## config.mk

```make
export PLATFORM = sky130hd
export DESIGN_NAME = beeper_pulse_train_sequencer
export DESIGN_NICKNAME = d
export VERILOG_FILES = /design/src/bpts_pkg.sv /design/src/bpts_cfg_regs.sv /design/src/bpts_in_stage.sv /design/src/bpts_core.sv /design/src/beeper_pulse_train_sequencer.sv
export SDC_FILE = /design/constraint.sdc
export NUM_CORES = 1
export LEC_CHECK = 0
export BUFFER_PORTS_ARGS = -buffer_cell sky130_fd_sc_hd__buf_2
export CAP_MARGIN = 10
export CORE_ASPECT_RATIO = 0.6
export CORE_UTILIZATION = 55
export DETAILED_ROUTE_END_ITERATION = 12
export HOLD_SLACK_MARGIN = 0.05
export PLACE_DENSITY_LB_ADDON = 0.3
export SLEW_MARGIN = 20
export SYNTH_ARGS = -nofsm -noshare
export SYNTH_HDL_FRONTEND = slang
export SYNTH_SLANG_ARGS = --single-unit
export TNS_END_PERCENT = 100
```

## constraint.sdc

```tcl
create_clock -name clk -period 5.97 [get_ports clk]
set_input_delay 1.194 -clock clk [delete_from_list [all_inputs] [get_ports clk]]
set_output_delay 1.194 -clock clk [all_outputs]
set_load 0.02 [all_outputs]
```

## src/bpts_pkg.sv

```systemverilog
package bpts_pkg;

	localparam int MS_W = 16;
	localparam int ACT_W = 3;
	localparam int PULSES_W = 8;
	localparam int CFG_ADDR_W = 3;
	localparam int CFG_DATA_W = 16;

	localparam int TIME_WIDTH_DEF = 16;
	localparam int COUNT_WIDTH_DEF = 8;

	localparam logic [ACT_W-1:0] ACT_TICK = 3'd0;
	localparam logic [ACT_W-1:0] ACT_TONE_ON = 3'd1;
	localparam logic [ACT_W-1:0] ACT_TONE_OFF = 3'd2;
	localparam logic [ACT_W-1:0] ACT_TRAIN_ON = 3'd3;
	localparam logic [ACT_W-1:0] ACT_TRAIN_OFF = 3'd4;

	localparam logic [CFG_ADDR_W-1:0] CFG_MAX_PULSES = 3'd0;
	localparam logic [CFG_ADDR_W-1:0] CFG_MIN_PULSE_MS = 3'd1;
	localparam logic [CFG_ADDR_W-1:0] CFG_MAX_PULSE_MS = 3'd2;
	localparam logic [CFG_ADDR_W-1:0] CFG_MAX_FINAL_PAUSE_MS = 3'd3;
	localparam logic [CFG_ADDR_W-1:0] CFG_GAP_MS = 3'd4;
	localparam logic [CFG_ADDR_W-1:0] CFG_DUTY_LEVEL = 3'd5;

	localparam logic [PULSES_W-1:0] RST_MAX_PULSES = 8'd10;
	localparam logic [MS_W-1:0] RST_MIN_PULSE_MS = 16'd50;
	localparam logic [MS_W-1:0] RST_MAX_PULSE_MS = 16'd1000;
	localparam logic [MS_W-1:0] RST_MAX_FINAL_PAUSE_MS = 16'd5000;
	localparam logic [MS_W-1:0] RST_GAP_MS = 16'd100;
	localparam logic [MS_W-1:0] RST_DUTY_LEVEL = 16'd32768;

	typedef struct packed {
		logic [ACT_W-1:0] action;
		logic [MS_W-1:0] pulse_count;
		logic [MS_W-1:0] pulse_ms;
		logic [MS_W-1:0] final_pause_ms;
	} in_item_t;

	typedef struct packed {
		logic [MS_W-1:0] drive_level;
		logic accepted;
		logic train_busy;
		logic tone_busy;
		logic train_done;
	} out_item_t;

	typedef struct packed {
		logic [PULSES_W-1:0] max_pulses;
		logic [MS_W-1:0] min_pulse_ms;
		logic [MS_W-1:0] max_pulse_ms;
		logic [MS_W-1:0] max_final_pause_ms;
		logic [MS_W-1:0] gap_ms;
		logic [MS_W-1:0] duty_level;
	} cfg_t;

endpackage

```

## src/bpts_cfg_regs.sv

```systemverilog
module bpts_cfg_regs (
	input  logic clk,
	input  logic arst_n,
	input  logic cfg_we,
	input  logic [bpts_pkg::CFG_ADDR_W-1:0] cfg_addr,
	input  logic [bpts_pkg::CFG_DATA_W-1:0] cfg_wdata,
	output bpts_pkg::cfg_t cfg
);

	bpts_pkg::cfg_t cfg_q;

	always_ff @(posedge clk or negedge arst_n) begin
		if (!arst_n) begin
			cfg_q.max_pulses <= bpts_pkg::RST_MAX_PULSES;
			cfg_q.min_pulse_ms <= bpts_pkg::RST_MIN_PULSE_MS;
			cfg_q.max_pulse_ms <= bpts_pkg::RST_MAX_PULSE_MS;
			cfg_q.max_final_pause_ms <= bpts_pkg::RST_MAX_FINAL_PAUSE_MS;
			cfg_q.gap_ms <= bpts_pkg::RST_GAP_MS;
			cfg_q.duty_level <= bpts_pkg::RST_DUTY_LEVEL;
		end else if (cfg_we) begin
			case (cfg_addr)
				bpts_pkg::CFG_MAX_PULSES: begin
					cfg_q.max_pulses <= cfg_wdata[bpts_pkg::PULSES_W-1:0];
				end
				bpts_pkg::CFG_MIN_PULSE_MS: begin
					cfg_q.min_pulse_ms <= cfg_wdata;
				end
				bpts_pkg::CFG_MAX_PULSE_MS: begin
					cfg_q.max_pulse_ms <= cfg_wdata;
				end
				bpts_pkg::CFG_MAX_FINAL_PAUSE_MS: begin
					cfg_q.max_final_pause_ms <= cfg_wdata;
				end
				bpts_pkg::CFG_GAP_MS: begin
					cfg_q.gap_ms <= cfg_wdata;
				end
				bpts_pkg::CFG_DUTY_LEVEL: begin
					cfg_q.duty_level <= cfg_wdata;
				end
				default: begin
				end
			endcase
		end
	end

	assign cfg = cfg_q;

endmodule

```

## src/bpts_in_stage.sv

```systemverilog
module bpts_in_stage (
	input  logic clk,
	input  logic arst_n,
	input  logic in_valid,
	output logic in_ready,
	input  bpts_pkg::in_item_t in_item,
	input  logic take,
	output logic valid_s1,
	output bpts_pkg::in_item_t item_s1
);

	logic vld_s1;
	bpts_pkg::in_item_t itm_s1;

	assign in_ready = !vld_s1 || take;

	always_ff @(posedge clk or negedge arst_n) begin
		if (!arst_n) begin
			vld_s1 <= 1'b0;
		end else if (in_ready) begin
			vld_s1 <= in_valid;
		end
	end

	always_ff @(posedge clk) begin
		if (in_ready && in_valid) begin
			itm_s1 <= in_item;
		end
	end

	assign valid_s1 = vld_s1;
	assign item_s1 = itm_s1;

endmodule

```

## src/bpts_core.sv

```systemverilog
module bpts_core #(
	parameter int TIME_WIDTH = bpts_pkg::TIME_WIDTH_DEF,
	parameter int COUNT_WIDTH = bpts_pkg::COUNT_WIDTH_DEF
) (
	input  logic clk,
	input  logic arst_n,
	input  logic valid_s1,
	input  bpts_pkg::in_item_t item_s1,
	output logic take,
	input  bpts_pkg::cfg_t cfg,
	output logic out_valid,
	input  logic out_ready,
	output bpts_pkg::out_item_t out_item
);

	localparam int MS_W = bpts_pkg::MS_W;
	localparam int WIDE = (TIME_WIDTH > MS_W) ? TIME_WIDTH : MS_W;
	localparam logic [TIME_WIDTH-1:0] TIME_MAX = {TIME_WIDTH{1'b1}};
	localparam logic [COUNT_WIDTH-1:0] COUNT_MAX = {COUNT_WIDTH{1'b1}};

	logic train_q, tone_q, drive_q, gap_q, fpause_q;
	logic [COUNT_WIDTH-1:0] beeps_q, tlen_q;
	logic [TIME_WIDTH-1:0] elapsed_q, blen_q, plen_q;

	logic n_train, n_tone, n_drive, n_gap, n_fpause;
	logic [COUNT_WIDTH-1:0] n_beeps, n_tlen;
	logic [TIME_WIDTH-1:0] n_elapsed, n_blen, n_plen;
	logic acc, done, adv;

	logic [MS_W-1:0] cnt_lo, cnt_hi, cnt_v;
	logic [MS_W-1:0] beep_hi, beep_v, pause_v;
	logic [WIDE-1:0] beep_w, pause_w;
	logic [COUNT_WIDTH-1:0] tlen_new;
	logic [TIME_WIDTH-1:0] blen_new, plen_new;

	logic out_valid_s2;
	bpts_pkg::out_item_t out_item_s2;

	assign take = valid_s1 && (!out_valid_s2 || out_ready);

	// Clamping of the start-train request against the configured limits.
	always_comb begin
		cnt_lo = (item_s1.pulse_count == '0) ? MS_W'(1) : item_s1.pulse_count;
		cnt_hi = (cfg.max_pulses == '0) ? MS_W'(1) : MS_W'(cfg.max_pulses);
		cnt_v = (cnt_lo > cnt_hi) ? cnt_hi : cnt_lo;
		tlen_new = (cnt_v > MS_W'(COUNT_MAX)) ? COUNT_MAX : cnt_v[COUNT_WIDTH-1:0];

		beep_hi = (cfg.max_pulse_ms < cfg.min_pulse_ms) ? cfg.min_pulse_ms
			: cfg.max_pulse_ms;
		beep_v = (item_s1.pulse_ms < cfg.min_pulse_ms) ? cfg.min_pulse_ms
			: item_s1.pulse_ms;
		beep_v = (beep_v > beep_hi) ? beep_hi : beep_v;
		beep_w = WIDE'(beep_v);
		blen_new = (beep_w > WIDE'(TIME_MAX)) ? TIME_MAX : beep_w[TIME_WIDTH-1:0];

		pause_v = (item_s1.final_pause_ms > cfg.max_final_pause_ms)
			? cfg.max_final_pause_ms : item_s1.final_pause_ms;
		pause_w = WIDE'(pause_v);
		plen_new = (pause_w > WIDE'(TIME_MAX)) ? TIME_MAX : pause_w[TIME_WIDTH-1:0];
	end

	always_comb begin
		n_train = train_q;
		n_tone = tone_q;
		n_drive = drive_q;
		n_gap = gap_q;
		n_fpause = fpause_q;
		n_beeps = beeps_q;
		n_tlen = tlen_q;
		n_elapsed = elapsed_q;
		n_blen = blen_q;
		n_plen = plen_q;
		acc = 1'b0;
		done = 1'b0;
		adv = 1'b0;

		case (item_s1.action)
			bpts_pkg::ACT_TICK: begin
				if (train_q) begin
					if (elapsed_q != TIME_MAX) begin
						n_elapsed = elapsed_q + TIME_WIDTH'(1);
					end
					adv = 1'b1;
				end
			end
			bpts_pkg::ACT_TONE_ON: begin
				n_train = 1'b0;
				n_gap = 1'b0;
				n_fpause = 1'b0;
				n_tone = 1'b1;
				n_drive = 1'b1;
			end
			bpts_pkg::ACT_TONE_OFF: begin
				if (tone_q) begin
					n_tone = 1'b0;
					n_drive = 1'b0;
				end
			end
			bpts_pkg::ACT_TRAIN_ON: begin
				if (!train_q && !tone_q) begin
					acc = 1'b1;
					n_train = 1'b1;
					n_tlen = tlen_new;
					n_blen = blen_new;
					n_plen = plen_new;
					n_beeps = '0;
					n_elapsed = '0;
					n_gap = 1'b0;
					n_fpause = 1'b0;
					n_drive = 1'b1;
					adv = 1'b1;
				end
			end
			bpts_pkg::ACT_TRAIN_OFF: begin
				if (train_q) begin
					n_train = 1'b0;
					n_gap = 1'b0;
					n_fpause = 1'b0;
					n_drive = 1'b0;
				end
			end
			default: begin
			end
		endcase

		// At most one phase change per item.
		if (adv) begin
			if (n_fpause) begin
				if (n_elapsed >= n_plen) begin
					n_train = 1'b0;
					n_gap = 1'b0;
					n_fpause = 1'b0;
					done = 1'b1;
				end
			end else if (!n_gap) begin
				if (n_elapsed >= n_blen) begin
					n_drive = 1'b0;
					n_gap = 1'b1;
					n_elapsed = '0;
					n_beeps = n_beeps + COUNT_WIDTH'(1);
				end
			end else if (WIDE'(n_elapsed) >= WIDE'(cfg.gap_ms)) begin
				if (n_beeps == n_tlen) begin
					if (n_plen == '0) begin
						n_train = 1'b0;
						n_gap = 1'b0;
						n_fpause = 1'b0;
						done = 1'b1;
					end else begin
						n_fpause = 1'b1;
						n_elapsed = '0;
					end
				end else begin
					n_drive = 1'b1;
					n_gap = 1'b0;
					n_elapsed = '0;
				end
			end
		end
	end

	always_ff @(posedge clk or negedge arst_n) begin
		if (!arst_n) begin
			train_q <= 1'b0;
			tone_q <= 1'b0;
			drive_q <= 1'b0;
			gap_q <= 1'b0;
			fpause_q <= 1'b0;
			beeps_q <= '0;
			tlen_q <= '0;
			elapsed_q <= '0;
			blen_q <= '0;
			plen_q <= '0;
			out_valid_s2 <= 1'b0;
		end else begin
			out_valid_s2 <= take || (out_valid_s2 && !out_ready);
			if (take) begin
				train_q <= n_train;
				tone_q <= n_tone;
				drive_q <= n_drive;
				gap_q <= n_gap;
				fpause_q <= n_fpause;
				beeps_q <= n_beeps;
				tlen_q <= n_tlen;
				elapsed_q <= n_elapsed;
				blen_q <= n_blen;
				plen_q <= n_plen;
			end
		end
	end

	always_ff @(posedge clk) begin
		if (take) begin
			out_item_s2.drive_level <= n_drive ? cfg.duty_level : '0;
			out_item_s2.accepted <= acc;
			out_item_s2.train_busy <= n_train;
			out_item_s2.tone_busy <= n_tone;
			out_item_s2.train_done <= done;
		end
	end

	assign out_valid = out_valid_s2;
	assign out_item = out_item_s2;

	a_tone_train_excl: assert property (@(posedge clk) disable iff (!arst_n)
		!(train_q && tone_q))
		else $error("tone and train active together");

	a_gap_in_train: assert property (@(posedge clk) disable iff (!arst_n)
		(gap_q || fpause_q) |-> (train_q && gap_q && !drive_q))
		else $error("gap or final pause outside a silent train");

	a_done_ends: assert property (@(posedge clk) disable iff (!arst_n)
		(out_valid_s2 && out_item_s2.train_done)
			|-> (!out_item_s2.train_busy && !out_item_s2.accepted))
		else $error("finished train still busy or just accepted");

	a_accept_busy: assert property (@(posedge clk) disable iff (!arst_n)
		(out_valid_s2 && out_item_s2.accepted)
			|-> (out_item_s2.train_busy && !out_item_s2.tone_busy))
		else $error("accepted start without a running train");

	a_state_hold: assert property (@(posedge clk) disable iff (!arst_n)
		!$past(take) |-> ($stable(train_q) && $stable(elapsed_q) && $stable(beeps_q)))
		else $error("state changed without an item");

endmodule

```

## src/beeper_pulse_train_sequencer.sv

```systemverilog
// Beeper pulse-train sequencer. Each input item is one event (millisecond tick, tone
// start or stop, train start or stop) and produces exactly one result item with the
// buzzer drive level and status flags after that event. The block takes one item per
// clock while its results are taken. A result is presented after its item is accepted:
// the item waits in the input register, and the sequencer state and the result register
// are loaded together when the core takes the item. A result that is not taken holds the
// input register, which then holds off the next item. Configuration writes take effect at
// the next edge and must only be made while no item is in flight.
module beeper_pulse_train_sequencer #(
	parameter int TIME_WIDTH = bpts_pkg::TIME_WIDTH_DEF,
	parameter int COUNT_WIDTH = bpts_pkg::COUNT_WIDTH_DEF
) (
	input  logic clk,
	input  logic arst_n,
	input  logic cfg_we,
	input  logic [bpts_pkg::CFG_ADDR_W-1:0] cfg_addr,
	input  logic [bpts_pkg::CFG_DATA_W-1:0] cfg_wdata,
	input  logic in_valid,
	output logic in_ready,
	input  bpts_pkg::in_item_t in_item,
	output logic out_valid,
	input  logic out_ready,
	output bpts_pkg::out_item_t out_item
);

	bpts_pkg::cfg_t cfg;
	bpts_pkg::in_item_t item_s1;
	logic valid_s1;
	logic take;

	bpts_cfg_regs u_cfg (
		.clk(clk),
		.arst_n(arst_n),
		.cfg_we(cfg_we),
		.cfg_addr(cfg_addr),
		.cfg_wdata(cfg_wdata),
		.cfg(cfg)
	);

	bpts_in_stage u_in (
		.clk(clk),
		.arst_n(arst_n),
		.in_valid(in_valid),
		.in_ready(in_ready),
		.in_item(in_item),
		.take(take),
		.valid_s1(valid_s1),
		.item_s1(item_s1)
	);

	bpts_core #(
		.TIME_WIDTH(TIME_WIDTH),
		.COUNT_WIDTH(COUNT_WIDTH)
	) u_core (
		.clk(clk),
		.arst_n(arst_n),
		.valid_s1(valid_s1),
		.item_s1(item_s1),
		.take(take),
		.cfg(cfg),
		.out_valid(out_valid),
		.out_ready(out_ready),
		.out_item(out_item)
	);

endmodule

```

---- Word-level counts from Yosys, hierarchy flattened ----
Cells that the tools add are included.
storage, ports and cells
  register bits after elaboration ......... 230
  latch bits .............................. 0
  bits in writable memories ............... 0
  bits in read-only memories .............. 0
  bits of input ports ..................... 75
  output and inout bits ................... 22
  logic and storage cells ................. 156
  memories kept ........................... 0
cells by class
  add/sub/neg operators ................... 2
  $mul .................................... 0
  divide/modulo/power cells ............... 0
  $lt $le $gt $ge ......................... 11
  eq/ne operators ......................... 11
  shifts and indexed selects .............. 0
  muxes and demuxes ....................... 81
  bitwise gates (word level) .............. 0
  reduce and logical (&&, ||, !) cells .... 24
operator list
  operator                                                               number
  16-bit 2-to-1 mux                                                      22
  8-bit 2-to-1 mux                                                       10
  16-bit >= comparator                                                   3
  16-bit > comparator                                                    3
  1-bit 2-to-1 mux                                                       42
  16-bit > comparator, second input constant                             2
  16-bit zero test                                                       2
  16-bit less-than comparator                                            2
  16-bit case mux with 2 select lines                                    1
  16-bit by 1-bit adder with 16-bit output, second input constant        1
  16-bit by 8-bit > comparator with 1-bit output, second input constant  1
  16-bit inequality test, second input constant                          1
  3-bit by 2-bit == test with 1-bit output, second input constant        4
  2-bit AND reduction                                                    6
  3-bit == test, second input constant                                   3
  8-bit by 1-bit adder with 8-bit output, second input constant          1
  8-bit == test                                                          1
  8-bit zero test                                                        1
  3-bit by 1-bit == test with 1-bit output, second input constant        2
  3-bit zero test                                                        2
  1-bit case mux with 2 select lines                                     3
  1-bit case mux with 3 select lines                                     2
  1-bit zero test                                                        5
  1-bit logical AND                                                      4
  other kinds (3)                                                        5

---- Depth between registers and ports, before layout ----
Gate-level depths: netlist (run 1).
  depth after elaboration ................. 14
  depth in mapped cells ................... 36
  gate-level depth less buffers ........... 31

---- Cells and area by module ----
Synthesis (run 1) repeated with hierarchy kept, for this count alone.
second synthesis, totals
  cells, all modules ...................... 1258
  area total of the unflattened synthesis .. 13824.5 um2
by module, submodules not included
  module         instances  cells an instance  area each (um2)  sequential area each (um2)
  bpts_core      1          1012               8708.4           2352.3
  bpts_cfg_regs  1          191                3530.9           2227.1
  bpts_in_stage  1          55                 1585.3           1556.5

---- Worst setup path after synthesis (run 1) ----
OpenSTA, ideal clock, no wires.
  path kind ............................... flip-flop to flip-flop
  start point ............................. register u_cfg.cfg_q (netlist bit u_cfg.cfg[69])
  end point ............................... register u_core.beeps_q[7]
  setup time .............................. 0.069 ns
  arrival time ............................ 6.412 ns
  required time ........................... 5.901 ns
  path slack .............................. -0.511 ns
  cell stages (with the launch flop) ...... 31
  buffers on the path ..................... 3
  period minus slack after synthesis ...... 6.481 ns
  cells stage by stage .................... dfstp_2 -> inv_1 -> ha_1 -> or3_1 -> a221oi_1 -> o21ai_1 -> a31oi_2 -> buf_2 -> mux2i_1 -> ha_1 -> nor2b_1 -> o21ai_0 -> nand2b_1 -> a21oi_1 -> o21ai_0 -> a2111oi_0 -> a21oi_1 -> clkbuf_1 -> clkbuf_1 -> a21oi_1 -> a22oi_1 -> ha_1 -> a21o_1 -> a21o_1 -> a21oi_1 -> o21ai_0 -> a21oi_1 -> nor4_1 -> nand2_1 -> or4_1 -> nand3_1
between the ends
  cells in the longest elaborated chain, start to end .. 13
  elaborated cells between the ends (all ways) .. 15
  those cells by class .................... order compare (5); mux (10)
ends and longest elaborated chain
  what                                                   RTL line                          source
  start: declaration                                     bpts_cfg_regs.sv:10               bpts_pkg::cfg_t cfg_q;
  16-bit less-than comparator, on equally long branches  bpts_core.sv:50, bpts_core.sv:48
  16-bit 2-to-1 mux, on equally long branches            bpts_core.sv:50, bpts_core.sv:48
  16-bit > comparator                                    bpts_core.sv:52                   beep_v = (beep_v > beep_hi) ? beep_hi : beep_v;
  16-bit 2-to-1 mux (*)                                  bpts_core.sv:52
  16-bit > comparator                                    bpts_core.sv:54                   blen_new = (beep_w > WIDE'(TIME_MAX)) ? TIME_MAX : beep_w[TIME_WIDTH-1:0];
  16-bit 2-to-1 mux (*)                                  bpts_core.sv:54
  16-bit 2-to-1 mux (*)                                  bpts_core.sv:100                  if (!train_q && !tone_q) begin
  16-bit 2-to-1 mux (*)                                  bpts_core.sv:77                   case (item_s1.action)
  16-bit >= comparator (*)                               bpts_core.sv:136                  if (n_elapsed >= n_blen) begin
  8-bit 2-to-1 mux (*)                                   bpts_core.sv:136
  8-bit 2-to-1 mux (*)                                   bpts_core.sv:135                  end else if (!n_gap) begin
  8-bit 2-to-1 mux (*)                                   bpts_core.sv:128                  if (n_fpause) begin
  8-bit 2-to-1 mux (*)                                   bpts_core.sv:127                  if (adv) begin
  end signal: assignment                                 bpts_core.sv:183                  beeps_q <= n_beeps;
  end: declaration                                       bpts_core.sv:22                   logic [COUNT_WIDTH-1:0] beeps_q, tlen_q;
Mark *: on every way between the ends. The rest lies on a longest branch, timed or not.
A chain may end at the register's enable or synchronous reset.

---- Worst setup path in the final report (run 1) ----
  start point ............................. register u_cfg.cfg_q (netlist bit u_cfg.cfg[75])
  end point ............................... register u_core.elapsed_q[5]
between the ends
  cells in the longest elaborated chain, start to end .. 13
  elaborated cells between the ends (all ways) .. 15
  those cells by class .................... order compare (5); mux (10)
ends and longest elaborated chain
  what                                                   RTL line                          source
  16-bit less-than comparator, on equally long branches  bpts_core.sv:50, bpts_core.sv:48
  16-bit 2-to-1 mux, on equally long branches            bpts_core.sv:50, bpts_core.sv:48
  16-bit > comparator                                    bpts_core.sv:52
  16-bit 2-to-1 mux (*)                                  bpts_core.sv:52
  16-bit > comparator                                    bpts_core.sv:54
  16-bit 2-to-1 mux (*)                                  bpts_core.sv:54
  16-bit 2-to-1 mux (*)                                  bpts_core.sv:100
  16-bit 2-to-1 mux (*)                                  bpts_core.sv:77
  16-bit >= comparator (*)                               bpts_core.sv:136
  16-bit 2-to-1 mux (*)                                  bpts_core.sv:136
  16-bit 2-to-1 mux (*)                                  bpts_core.sv:135
  16-bit 2-to-1 mux (*)                                  bpts_core.sv:128
  16-bit 2-to-1 mux (*)                                  bpts_core.sv:127
  end signal: assignment                                 bpts_core.sv:185                  elapsed_q <= n_elapsed;
  end: declaration                                       bpts_core.sv:23                   logic [TIME_WIDTH-1:0] elapsed_q, blen_q, plen_q;
Marks and branches as above.

==> results of run 1 <==
==> synthesized netlist by cell type, types with 3 or more instances <==
cell type | instances | area, µm²
edfxtp_1 | 71 | 2130
nand2_1 | 132 | 495
a22o_1 | 32 | 280
and3_1 | 4 | 25.0
a221o_1 | 15 | 150
or3_1 | 3 | 18.8
dfstp_2 | 20 | 526
a22oi_1 | 16 | 120
o21a_1 | 3 | 22.5
mux2i_1 | 43 | 430
nand2b_1 | 12 | 75.1
o21ai_0 | 118 | 591
a21o_1 | 32 | 240
a21oi_1 | 94 | 470
mux2_2 | 51 | 574
buf_2 | 3 | 15.0
inv_1 | 65 | 244
nor2b_1 | 9 | 56.3
o211ai_1 | 3 | 22.5
clkbuf_1 | 56 | 210
ha_1 | 120 | 1500
nor3_1 | 16 | 80.1
o21ai_1 | 6 | 30.0
a211oi_1 | 7 | 52.6
a31oi_1 | 9 | 56.3
nand4_1 | 22 | 138
nor2_1 | 68 | 255
xor2_1 | 9 | 78.8
nor4_1 | 17 | 106
nand3_1 | 26 | 130
a221oi_1 | 3 | 26.3
and2_1 | 24 | 150
or4_1 | 4 | 30.0
dfrtp_1 | 139 | 3480
o31ai_1 | 4 | 30.0
==> worst max path at each step <==
stage | from | endpoint | slack (ps) | cells after the start
finish | u_cfg.cfg[75]$_DFFE_PN0P_ | u_core.elapsed_q[5]$_DFFE_PN0P_ | -230 | 32
detailed placement | u_cfg.cfg[73]$_DFFE_PN0P_ | u_core.elapsed_q[10]$_DFFE_PN0P_ | -640 | 31
floorplan | u_cfg.cfg[69]$_DFFE_PN1P_ | u_core.elapsed_q[10]$_DFFE_PN0P_ | 0.3 | 29
global placement | u_cfg.cfg[73]$_DFFE_PN0P_ | u_core.elapsed_q[9]$_DFFE_PN0P_ | -450 | 33
global route | u_cfg.cfg[75]$_DFFE_PN0P_ | u_core.elapsed_q[0]$_DFFE_PN0P_ | -390 | 33
CTS | u_cfg.cfg[73]$_DFFE_PN0P_ | u_core.elapsed_q[10]$_DFFE_PN0P_ | -80 | 34
==> flip-flops by register name (all words and copies together), names as in the netlist, 8 cells and up <==
| name | count |
|---|---|
| u_core.plen_q | 16 |
| u_in.item_s1 | 51 |
| u_core.tlen_q | 8 |
| u_cfg.cfg | 88 |
| u_core.elapsed_q | 16 |
| u_core.out_item | 20 |
| u_core.beeps_q | 8 |
| u_core.blen_q | 16 |
==> layout make-up <==
type	count	area, µm²
clock buffer	32	629
tap	315	394
clock inverter	10	95.1
fill	1700	6950
multi-input combinational	934	6960
timing repair buffer	267	1950
inverter	65	244
sequential	230	6140
==> logic make-up after synthesis <==
kind of cell	synth area share
xor+xnor	0.00597
compound gates	0.175
buf+inv	0.0389
mux	0.0761
simple gates	0.126
fa+ha+maj	0.114
flops	0.465
==> power by group <==
group          switching (mW)  internal (mW)
Combinational            1.52           1.39
Sequential              0.235           1.97
Clock                   0.657          0.790
Total                    2.42           4.16
==> per-layer routing <==
layer  track usage  vias up  part of all wire
met2         0.433      595              0.39
met4        0.0634        0             0.020
met5             0        -                 0
met3         0.112       64              0.13
met1         0.482     5484              0.46
li1              -     5210                 -
==> through the flow <==
stage          setup TNS, ps  worst slack, ps  std cells  instance area [µm²]
3_5_place_dp          -18460             -640       1768                14900
5_1_grt               -13780             -391       1853                16400
4_1_cts                -1590            -75.9       1838                16100
2_1_floorplan              0            0.348       1292                13300
3_3_place_gp          -12580             -447       1768                14900
6_report               -6960             -234       1853                16400
==> what timing repair did <==
item / CTS / global route
resized for setup: 55 / 40
setup endpoints to repair: 41 / 42
setup buffers: 24 / 14
pin swaps: 44 / 28
gates cloned: 4 / 1
==> results_dict.tcl, run 1 <==
set metrics [dict create \
    crit_path_top_delay_cell "dfrtp_1" \
    fmax_mhz 161 \
    cts_hold_buf 0 \
    violated_checks "setup timing" \
    critical_path_peak_fanout 9 \
    min-delay-path-class "register to register" \
    syn-num-nets 1487 \
    slew_viol_final 0 \
    crit_arrival_ps 6690 \
    post-route-drc-count 0 \
    syn2layout_area_growth_pct 24.2 \
    finalSetupViolCount 39 \
    synth_area_um2 13200 \
    clk_latency_ps 550 \
    rr_startpoint "u_cfg.cfg[75]$_DFFE_PN0P_" \
    average_detailed_routed_wire_length_per_instance_um 21.1 \
    finalWorstPathRequiredPeriod_ps 6200 \
    rows 43 \
    async_reset_ff_frac 0.691 \
    grt_first_pass_wirelength_um 59700 \
    height_of_the_chip_um 122 \
    biggest_cell_delay_along_the_critical_path_ps 390 \
    grt.overflow.total 0 \
    yosys_register_bits 230 \
    postLayoutCoreUtil 0.702 \
    max_capacitance_violation_count 0 \
    grt_max_degree 84 \
    htree_levels 1 \
    routed-via-count 11400 \
    place.gp.congestion 0.949 \
    boundaryPins 97 \
    clock-root-buffer "clkbuf_16" \
    die_outline_area_um2 24700 \
    commonest_non_fill_non_tap_cell_in_the_layout "buf_4" \
    synth-seq-area-share 0.465 \
    cts-buffers-inserted 23 \
    fp.dieW_um 202 \
    report.final.hold_viol_count 0 \
    hold_crit_endpoint "u_cfg.cfg[2]$_DFFE_PN0P_" \
    hp-start "u_cfg.cfg[2]$_DFFE_PN0P_" \
    layout_worst_path_cycle_share 1.04 \
    mostFrequentLayoutCells "buf_4 (148), dfrtp_1 (139), nand2_1 (130)" \
    synth-main-ff-cell "dfrtp_1" \
    rrSetupSlack_ps -230 \
    clock_path_buffers 3 \
    post_drt_via_cell_ratio 6.13 \
    post_layout_net_count 1716 \
    critPathTopFamily "compound AO/OA/AOI/OAI gates" \
    worstPathBufferInverterCount 8 \
    slew_margin_rel 0.201 \
    timing.final.ws_setup_ps -234 \
    vdd_ir_drop_max_uv 267 \
    worst_pin_slew_ps 1190 \
    firstDrtPassIters 6 \
    startpoint_type "register" \
    required_ps 6450 \
    power_leakage_nw 7.54 \
    drt_iter0_markers 1175 \
    min_delay_path_depth 1 \
    critical_path_class "register to register" \
    port_buffers 96 \
    yosys_warnings 0 \
    p_per_area_nw_per_um2 401 \
    status "finished, violations left" \
    post-dp-hpwl_um 27600 \
    starting_utilization_of_the_core_area 0.566 \
    routed_wl_um 39100 \
    critical_path.most_common_cell "buf_4" \
    first_global_vias 10700 \
    setup_skew_after_layout_ps 10.3 \
    yosys.cell_types.count 61 \
    post_route_cells_drive_above_1_share 0.295 \
    cts_tree "built" \
    post_synth.cell_area_avg_um2 10.2 \
    cell_count_after_synthesis 1292 \
    cts.clk_slew.worst_paths_ps 70 \
    ant_nets 0 \
    final.hold.worst_slack_ps 498 \
    rsz_0062_raised_after_global_routing "true" \
    antenna_cells 0 \
    r2r.worst_path.cells 32 \
    grt_antenna_before_repair 0 \
    core_area_um2 23300 \
    report.power.total_mw 6.57 \
    cp-end-kind "register" \
    clock-sinks 230 \
    timing.rr.end "u_core.elapsed_q[5]$_DFFE_PN0P_" \
    synth_enable_flop_cells 71 \
    global_route.usage.total 0.318 \
]
Power figures use the tool's default switching activity.
==> inputs of run 2 (changes only) <==
--- a/config.mk
+++ b/config.mk
@@ -12,6 +12,7 @@
 export DETAILED_ROUTE_END_ITERATION = 12
 export HOLD_SLACK_MARGIN = 0.05
 export PLACE_DENSITY_LB_ADDON = 0.3
+export RECOVER_POWER = 50
 export SLEW_MARGIN = 20
 export SYNTH_ARGS = -nofsm -noshare
 export SYNTH_HDL_FRONTEND = slang
==> run 2 against run 1 <==
  * The flow finishes with violations (capacitance limit, slew limit, setup timing)
  * Clock skew shrank 1.2 ps
  * Sequential share of layout area grew 0.092 points
  * Fmax is essentially flat
  * Wire length is essentially flat
  * Total power is essentially flat
  * Global-route usage is the same
  * Final area shrank 0.24%
  * Die area is the same
  * Sequential power is essentially flat
  * Non-clock buffer count is the same
  * Worst setup slack lost 3.2 ps
  * Register-to-register slack is essentially flat
==> results_dict.tcl, run 2 (synthesis results as in run 1) <==
set metrics [dict create \
    fmax_mhz 161 \
    commonest_non_fill_non_tap_cell_in_the_layout "buf_4" \
    dp.cells 1768 \
    grt.overflow.total 0 \
    cp-end-kind "register" \
    grt_first_pass_wirelength_um 59700 \
    rsz_0062_raised_after_global_routing "true" \
    grt_antenna_before_repair 0 \
    power_leakage_nw 7.51 \
    setup_skew_after_layout_ps 9.12 \
    core_area_um2 23300 \
    post_route_cells_drive_above_1_share 0.288 \
    report.final.hold_viol_count 0 \
    cts_tree "built" \
    final.setup.tns_ps -7010 \
    min-delay-path-class "register to register" \
    max_capacitance_violation_count 1 \
    fp.dieW_um 202 \
    finalWorstPathRequiredPeriod_ps 6210 \
    status "finished, violations left" \
    clk_latency_ps 550 \
    p_per_area_nw_per_um2 402 \
    timing.final.ws_setup_ps -237 \
    port_buffers 96 \
    cts-buffers-inserted 23 \
    grt_most_used_layer "met1" \
    critical_path_peak_fanout 9 \
    violated_checks "capacitance limit, slew limit, setup timing" \
    clock_path_buffers 3 \
    post-route-drc-count 0 \
    slew_margin_rel -2.16 \
    cts.clk_slew.worst_paths_ps 70 \
    critPathTopFamily "compound AO/OA/AOI/OAI gates" \
    routed-via-count 11300 \
    max_reg_flops 88 \
    crit_path_top_delay_cell "dfrtp_1" \
    grt_util_met3 0.112 \
    firstDrtPassIters 5 \
    biggest_cell_delay_along_the_critical_path_ps 380 \
    global_route.usage.total 0.318 \
    syn2layout_area_growth_pct 23.9 \
    finalSetupViolCount 39 \
    first_global_vias 10700 \
    post-dp-hpwl_um 27600 \
    cell_area_after_layout_um2 16400 \
    critical_path_class "register to register" \
    place.gp.congestion 0.949 \
    layout_worst_path_cycle_share 1.04 \
    postLayoutCoreUtil 0.701 \
    height_of_the_chip_um 122 \
    worstPathBufferInverterCount 8 \
    mostFrequentLayoutCells "buf_4 (143), dfrtp_1 (139), nand2_1 (130)" \
    startpoint_type "register" \
    final.hold.worst_slack_ps 497 \
    critical_path.most_common_cell "buf_4" \
    post_layout_net_count 1716 \
    die_outline_area_um2 24700 \
    ant_nets 0 \
    cts_hold_buf 0 \
    drt_iter0_markers 1220 \
    dp_worst_setup_slack_ps -640 \
    average_detailed_routed_wire_length_per_instance_um 21.1 \
    routed_wl_um 39100 \
    antenna_cells 0 \
    report.power.total_mw 6.57 \
    place_area_um2 14900 \
    required_ps 6450 \
    worst_pin_slew_ps 4740 \
    vdd_ir_drop_max_uv 266 \
    clock-sinks 230 \
    rows 43 \
    starting_utilization_of_the_core_area 0.566 \
    htree_levels 1 \
    boundaryPins 97 \
    grt_max_degree 84 \
    crit_arrival_ps 6690 \
    layout.cells.non_filler 1853 \
    clock-root-buffer "clkbuf_16" \
    slew_viol_final 84 \
    use_met1 0.482 \
    post_drt_via_cell_ratio 6.10 \
    groute.layer.met2.usage 0.433 \
]
## run 2: timing repair
action,4_1_cts,5_1_grt
endpoints found under the setup margin,41,42
buffers inserted,24,14
cloned,4,1
pin swaps,44,28
resized for setup,55,40
## run 2: layout make-up
| type | instances | area (µm²) |
|---|---|---|
| clock inverters | 10 | 95.1 |
| well taps | 315 | 394 |
| flip-flops and latches | 230 | 6140 |
| fillers | 1710 | 6990 |
| multi-input cells | 934 | 6940 |
| inverters | 65 | 244 |
| repair buffers | 267 | 1920 |
| clock buffers | 32 | 629 |
## run 2: final timing paths
check	startpoint	to	slack, ps	cells past startpoint
worst min register to register	u_cfg.cfg[3]$_DFFE_PN0P_	u_cfg.cfg[3]$_DFFE_PN0P_	500	1
min in group asynchronous	arst_n	u_core.out_valid$_DFF_PN0_	2340	1
worst max register to register	u_cfg.cfg[75]$_DFFE_PN0P_	u_core.elapsed_q[5]$_DFFE_PN0P_	-240	32
worst max-delay path	u_cfg.cfg[75]$_DFFE_PN0P_	u_core.elapsed_q[5]$_DFFE_PN0P_	-240	32
worst min-delay path	u_cfg.cfg[3]$_DFFE_PN0P_	u_cfg.cfg[3]$_DFFE_PN0P_	500	1
max in group asynchronous	arst_n	u_core.tlen_q[2]$_DFFE_PN0P_	900	2
## run 2: where the power goes
part | internal (mW) | switching (mW) | total, mW
Sequential | 1.97 | 0.237 | 2.21
Clock | 0.789 | 0.655 | 1.44
Combinational | 1.39 | 1.52 | 2.92
Total | 4.16 | 2.41 | 6.57
## run 2: metal layers
layer | wire [µm] | up-vias
li1 | - | 5209
met1 | 17900 | 5456
met2 | 15400 | 559
met3 | 4980 | 72
met4 | 830 | 0
met5 | 0 | -
## run 2: worst register-to-register path: cells and delay by family, from the launching register on
family          cells  cell delay, ps
fa+ha+maj           3             820
compound gates     15            2790
simple gates        5             600
flops               1             380
mux                 1             250
buf+inv             8            1310
